===== config.mk =====
export PLATFORM = sky130hd
export DESIGN_NAME = ddo_cordic
export DESIGN_NICKNAME = d
export VERILOG_FILES = /design/src/rtl/ddo_pkg.sv /design/src/rtl/ddo_cordic.sv
export SDC_FILE = /design/constraint.sdc
export NUM_CORES = 1
export LEC_CHECK = 0
export BUFFER_PORTS_ARGS = -buffer_cell sky130_fd_sc_hd__clkbuf_2
export CAP_MARGIN = 40
export CORE_MARGIN = 2
export CORE_UTILIZATION = 35
export CTS_BUF_LIST = sky130_fd_sc_hd__clkbuf_4 sky130_fd_sc_hd__clkbuf_8
export CTS_CLUSTER_SIZE = 8
export DETAILED_ROUTE_END_ITERATION = 8
export PLACE_DENSITY = 0.6
export SLEW_MARGIN = 25
export SYNTH_ARGS = -nofsm -noshare
export SYNTH_HDL_FRONTEND = slang
export SYNTH_SLANG_ARGS = --single-unit

===== constraint.sdc =====
create_clock -name i_clk -period 9.02 [get_ports i_clk]
set_input_delay 0.902 -clock i_clk [delete_from_list [all_inputs] [get_ports i_clk]]
set_output_delay 0.902 -clock i_clk [all_outputs]
set_load 0.02 [all_outputs]

===== src/rtl/ddo_pkg.sv =====
// ----------------------------------------------------------------------------
// ddo_pkg
// Shared widths, constants and the arctangent table for the odometry block.
// ----------------------------------------------------------------------------
package ddo_pkg;

    localparam int CORDIC_STEPS = 16;
    localparam int ANGLE_BITS   = 16;

    localparam int STEP_W  = $clog2(CORDIC_STEPS + 1);
    // Low bits of the turn product that decide the heading step and half step.
    localparam int TURN_SH = 40 - ANGLE_BITS;
    localparam int TURN_W  = TURN_SH + ANGLE_BITS + 1;

    localparam int TRIG_W  = 34;
    localparam int MUL_A_W = 42;
    localparam int MUL_B_W = 30;
    localparam int PROD_W  = MUL_A_W + MUL_B_W;

    localparam int DVD_W   = 57;

    localparam logic [TRIG_W-1:0] CORDIC_GAIN   = TRIG_W'(652032874);
    localparam logic [21:0]       INV_TWO_PI    = 22'd2670177;
    localparam logic [19:0]       US_PER_S      = 20'd1000000;
    localparam logic [DVD_W-1:0]  HALF_US_PER_S = DVD_W'(500000);

    // floor(2^60 / 1e6): estimates the quotient from the top 29 dividend bits.
    localparam logic [40:0]       DIV_RECIP     = 41'd1152921504606;
    // ceil(2^49 / 1e6): exact quotient for any remainder below 2^29.
    localparam logic [29:0]       DIV_RECIP2    = 30'd562949954;

    localparam logic [15:0] VU_RESET = 16'd5024;
    localparam logic [15:0] WR_RESET = 16'd1999;
    localparam logic [23:0] IB_RESET = 24'd273067;

    typedef enum logic [1:0] {
        REG_VELOCITY_UNIT = 2'd0,
        REG_WHEEL_RADIUS  = 2'd1,
        REG_INV_BASE      = 2'd2,
        REG_UNUSED        = 2'd3
    } t_reg_index;

    // Arctangent of 2^-i in units of 2^-32 turn.
    function automatic logic [31:0] atan_turn(input logic [4:0] idx);
        logic [31:0] v;
        case (idx)
            5'd0:  v = 32'd536870912;
            5'd1:  v = 32'd316933406;
            5'd2:  v = 32'd167458907;
            5'd3:  v = 32'd85004756;
            5'd4:  v = 32'd42667331;
            5'd5:  v = 32'd21354465;
            5'd6:  v = 32'd10679838;
            5'd7:  v = 32'd5340245;
            5'd8:  v = 32'd2670163;
            5'd9:  v = 32'd1335087;
            5'd10: v = 32'd667544;
            5'd11: v = 32'd333772;
            5'd12: v = 32'd166886;
            5'd13: v = 32'd83443;
            5'd14: v = 32'd41722;
            5'd15: v = 32'd20861;
            5'd16: v = 32'd10430;
            5'd17: v = 32'd5215;
            5'd18: v = 32'd2608;
            5'd19: v = 32'd1304;
            5'd20: v = 32'd652;
            5'd21: v = 32'd326;
            5'd22: v = 32'd163;
            5'd23: v = 32'd81;
            default: v = 32'd0;
        endcase
        return v;
    endfunction

endpackage


===== src/rtl/ddo_cordic.sv =====
// ----------------------------------------------------------------------------
// ddo_cordic
// Iterative rotation-mode CORDIC: one shift-add step per cycle, cos and sin
// of a 32-bit turn angle in Q4.30 after quadrant reduction.
// ----------------------------------------------------------------------------
module ddo_cordic (
    input  logic                               i_clk,
    input  logic                               i_rst_n,
    input  logic                               i_start,
    input  logic [31:0]                        i_angle,
    output logic                               o_done,
    output logic signed [ddo_pkg::TRIG_W-1:0]  o_cos,
    output logic signed [ddo_pkg::TRIG_W-1:0]  o_sin
);
    import ddo_pkg::*;

    logic                     r_busy;
    logic                     r_done;
    logic [STEP_W-1:0]        r_i;
    logic [1:0]               r_q;
    logic signed [TRIG_W-1:0] r_x;
    logic signed [TRIG_W-1:0] r_y;
    logic signed [32:0]       r_z;

    logic [1:0]               start_q;
    logic [31:0]              resid;
    logic signed [TRIG_W-1:0] dx;
    logic signed [TRIG_W-1:0] dy;
    logic signed [32:0]       atan_s;

    always_comb begin
        start_q = 2'((i_angle + 32'h2000_0000) >> 30);
        resid   = i_angle - {start_q, 30'd0};
        dx      = r_y >>> r_i;
        dy      = r_x >>> r_i;
        atan_s  = $signed({1'b0, atan_turn(5'(r_i))});
    end

    always_ff @(posedge i_clk) begin
        if (!i_rst_n) begin
            r_busy <= 1'b0;
            r_done <= 1'b0;
            r_i    <= '0;
        end else begin
            r_done <= r_busy && !i_start && (r_i == STEP_W'(CORDIC_STEPS - 1));
            if (i_start) begin
                r_busy <= 1'b1;
                r_i    <= '0;
                r_q    <= start_q;
                r_x    <= $signed(CORDIC_GAIN);
                r_y    <= '0;
                r_z    <= $signed({resid[31], resid});
            end else if (r_busy) begin
                if (!r_z[32]) begin
                    r_x <= r_x - dx;
                    r_y <= r_y + dy;
                    r_z <= r_z - atan_s;
                end else begin
                    r_x <= r_x + dx;
                    r_y <= r_y - dy;
                    r_z <= r_z + atan_s;
                end
                r_i <= r_i + 1'b1;
                if (r_i == STEP_W'(CORDIC_STEPS - 1)) begin
                    r_busy <= 1'b0;
                end
            end
        end
    end

    always_comb begin
        case (r_q)
            2'd0: begin
                o_cos = r_x;
                o_sin = r_y;
            end
            2'd1: begin
                o_cos = -r_y;
                o_sin = r_x;
            end
            2'd2: begin
                o_cos = -r_x;
                o_sin = -r_y;
            end
            default: begin
                o_cos = r_y;
                o_sin = -r_x;
            end
        endcase
    end

    assign o_done = r_done;

endmodule


==> results.ini <==
[clock_network]
holdBufCountCts=0
cts_buffers=17
clkLatencyLatePin_ns=0.55
cts_root_buffer=clkbuf_8
cts_resized=0
clk_pin_slew_worst_paths_ns=0.10
htree_levels=4
cts_buffer_depth=2
cts_sinks=140
cts_tree=yes
postCtsSetupBuffers=0

[setup_path]
crit_required_ns=9.33
cp_top_family=compound AO/OA/AOI/OAI gates
cpMostUsedCell=o21ai_0
worstPathArrival_ns=7.66
max_stage_delay_ns=0.60
critPathKind=register to register
cp_cell_sequence=buf_16 -> buf_12 -> mux4_2 -> mux2_2 -> o21bai_1 -> a21oi_1 -> inv_1 -> ha_1 -> o2111a_1 -> nor4b_2 -> and3_1 -> a31oi_1 -> xor2_1 -> o21ai_0 -> ha_1 -> a21oi_1 -> o21ai_0 -> or3_1 -> o41ai_1 -> o21ai_0 -> a31oi_1 -> o21ai_0 -> o311ai_0
cp-end-kind=register
cp-start-kind=register
critPathBufInv=3
crit_path_top_delay_cell=mux4_2
critPathMaxFanout=64

[yosys]
synth_async_sr_flop_share_pct=0
postSynthCellCount=2446
ys_ff_latch=140
syn_avg_cell_area_um2=8.30
synth_area_um2=20300
synth_ff_type=edfxtp_1
syn_nets=2598
yosysUniqueCellTypes=96
synth_warnings=0
seq_area_frac_synth_pct=18.9
synth_edf_count=103

[detailed_routing]
vias_per_cell=6.15
drtPass1Iterations=5
routed_wl_um=73500
drtAntennaViolNets=0
dr.first_iter.drc_count=1910
vias=19700
wl_per_cell_um=23.0
drc=0

[floorplan]
die_h_um=245
die_area_um2=59900
die_w_um=245
initial_utilization_pct=35.3
io_pins=104
rows=88
coreArea_um2=57500

[place]
gp_congestion=0.950
portBuffers=103
dp_hpwl_um=54900
dpl_cell_area_um2=21300

[layout]
fin_area_um2=21800
antenna_cells=0
fin_util_pct=37.9
layout_common_cells=nand2_1, nor2_1, a21oi_1, o21ai_0, xnor2_1
layout_commonest_cell=nand2_1
fill_cells=5936
syn2layout_area_growth_pct=7.33
final_nets=2571
drive_gt1_share_pct=15.8

[pwr]
pwr-share-comb_pct=65.9
p_clk_share_pct=10.3
p_int_mw=2.74
p_leak_nw=8.47
finalPower_mw=5.63
vdd.ir_drop.worst_mv=0.107
powerDensity_nw_per_um2=258
switching_share_pct=51.3
power.switching_mw=2.89
pwr-share-seq_pct=23.8

[global_route]
grt_use_total_pct=24.2
grt_pass1_vias=19100
grt_start_max_net_pins=69
antenna_found_initial=1
grt_pass1_wl_um=113000
grt.overflow.total=0

[status]
outcome=finished clean

[timing]
tns_ns=0
report.final.slew_viol_count=0
max_freq_ghz=0.136
period_share_pct=81.5
rsz0062_at_grt=no
slew_headroom_pct=36.6
min_period_ns=7.35
hold_violations=0
finClkSkew_ns=0.0189
worst_pin_slew_ns=0.944
whs_ns=0.629
setup_violations=0

[hold_path]
hold_path_class=input port to register

[flow_run]
cap_violations=0

path summary, 6_finish.rpt:
path / from / endpoint / slack (ns) / depth (start not counted)
worst max-delay path: r_i[1] / r_y[31] / 1.67 / 23
worst min-delay path: i_angle[16] / r_z[16] / 0.63 / 3
worst max register to register: r_i[1] / r_y[31] / 1.67 / 23
worst min register to register: r_z[0] / r_z[0] / 0.70 / 2
flip-flops by register name, indices dropped and copies added (netlist names):
register / flops
r_z: 33
r_q: 2
o_done: 1
r_busy: 1
r_i: 5
atan_s: 30
r_y: 34
r_x: 34
synthesized netlist by cell type (31+ instances only):
library cell	number	area, um2
nor2_1	245	920
nand2b_1	37	231
mux4_2	112	2520
a21oi_1	206	1030
mux2i_1	40	400
o21ai_0	154	771
inv_1	54	203
clkbuf_1	126	473
edfxtp_1	103	3090
xnor2_1	139	1220
mux2_2	47	529
nor2b_1	33	206
a31oi_1	31	194
nand3_1	32	160
a21o_1	43	323
ha_1	114	1430
nand2_1	246	923
nor3_1	53	265
xor2_1	120	1050
dfxtp_1	37	741
through the flow:
step | setup slack, ns | std cells
floorplan | 2.73 | 2446
CTS | 1.51 | 3194
global route | 1.18 | 3197
detailed placement | 1.58 | 3162
finish | 1.67 | 3197
global placement | 1.81 | 3155
cells by family after synthesis:
logic type                 after synthesis  synth area share (%)
and+or+nand+nor                        807                  18.9
AOI/OAI and AO/OA                      667                  21.0
xor gates and xnor gates               259                  11.2
buffers and inverters                  254                  5.36
muxes                                  202                  17.3
DFF                                    140                  18.9
adders and majority gates              117                  7.32
tightest hold or removal path: cells and delay by family:
kind,cells,cell delay [ns]
AOI/OAI and AO/OA,1,0.06
and+or+nand+nor,1,0.04
buffers and inverters,1,0.07
metal layers:
layer  share of wire, %  wire (um)  vias to the layer above  global-route usage, %
met3                8.1       5940                      174                   4.58
met1                 41      30400                     9586                   31.1
li1                   -          -                     9014                      -
met4                5.1       3720                        0                   12.2
met2                 46      33500                      889                   38.7
met5                  0          0                        -                      0
final cells by class:
class	instances	area [um2]	share of cell area (%)
clock inverter	15	196	0.902
sequential	140	3840	17.7
clock buffer	17	234	1.07
multi-input combinational	2052	15400	70.6
tap	765	957	4.39
inverter	59	221	1.02
timing repair buffer	149	947	4.35
power by group through the flow:
stage	clock [mW]	sequential [mW]	combinational [mW]
2_1_floorplan	0	0.983	2.94
3_3_place_gp	0	1.33	3.58
3_5_place_dp	0	1.33	3.63
4_1_cts	0.604	1.32	3.66
5_1_grt	0.626	1.34	4.08
6_report	0.580	1.34	3.71
Power figures use the tool's default switching activity.
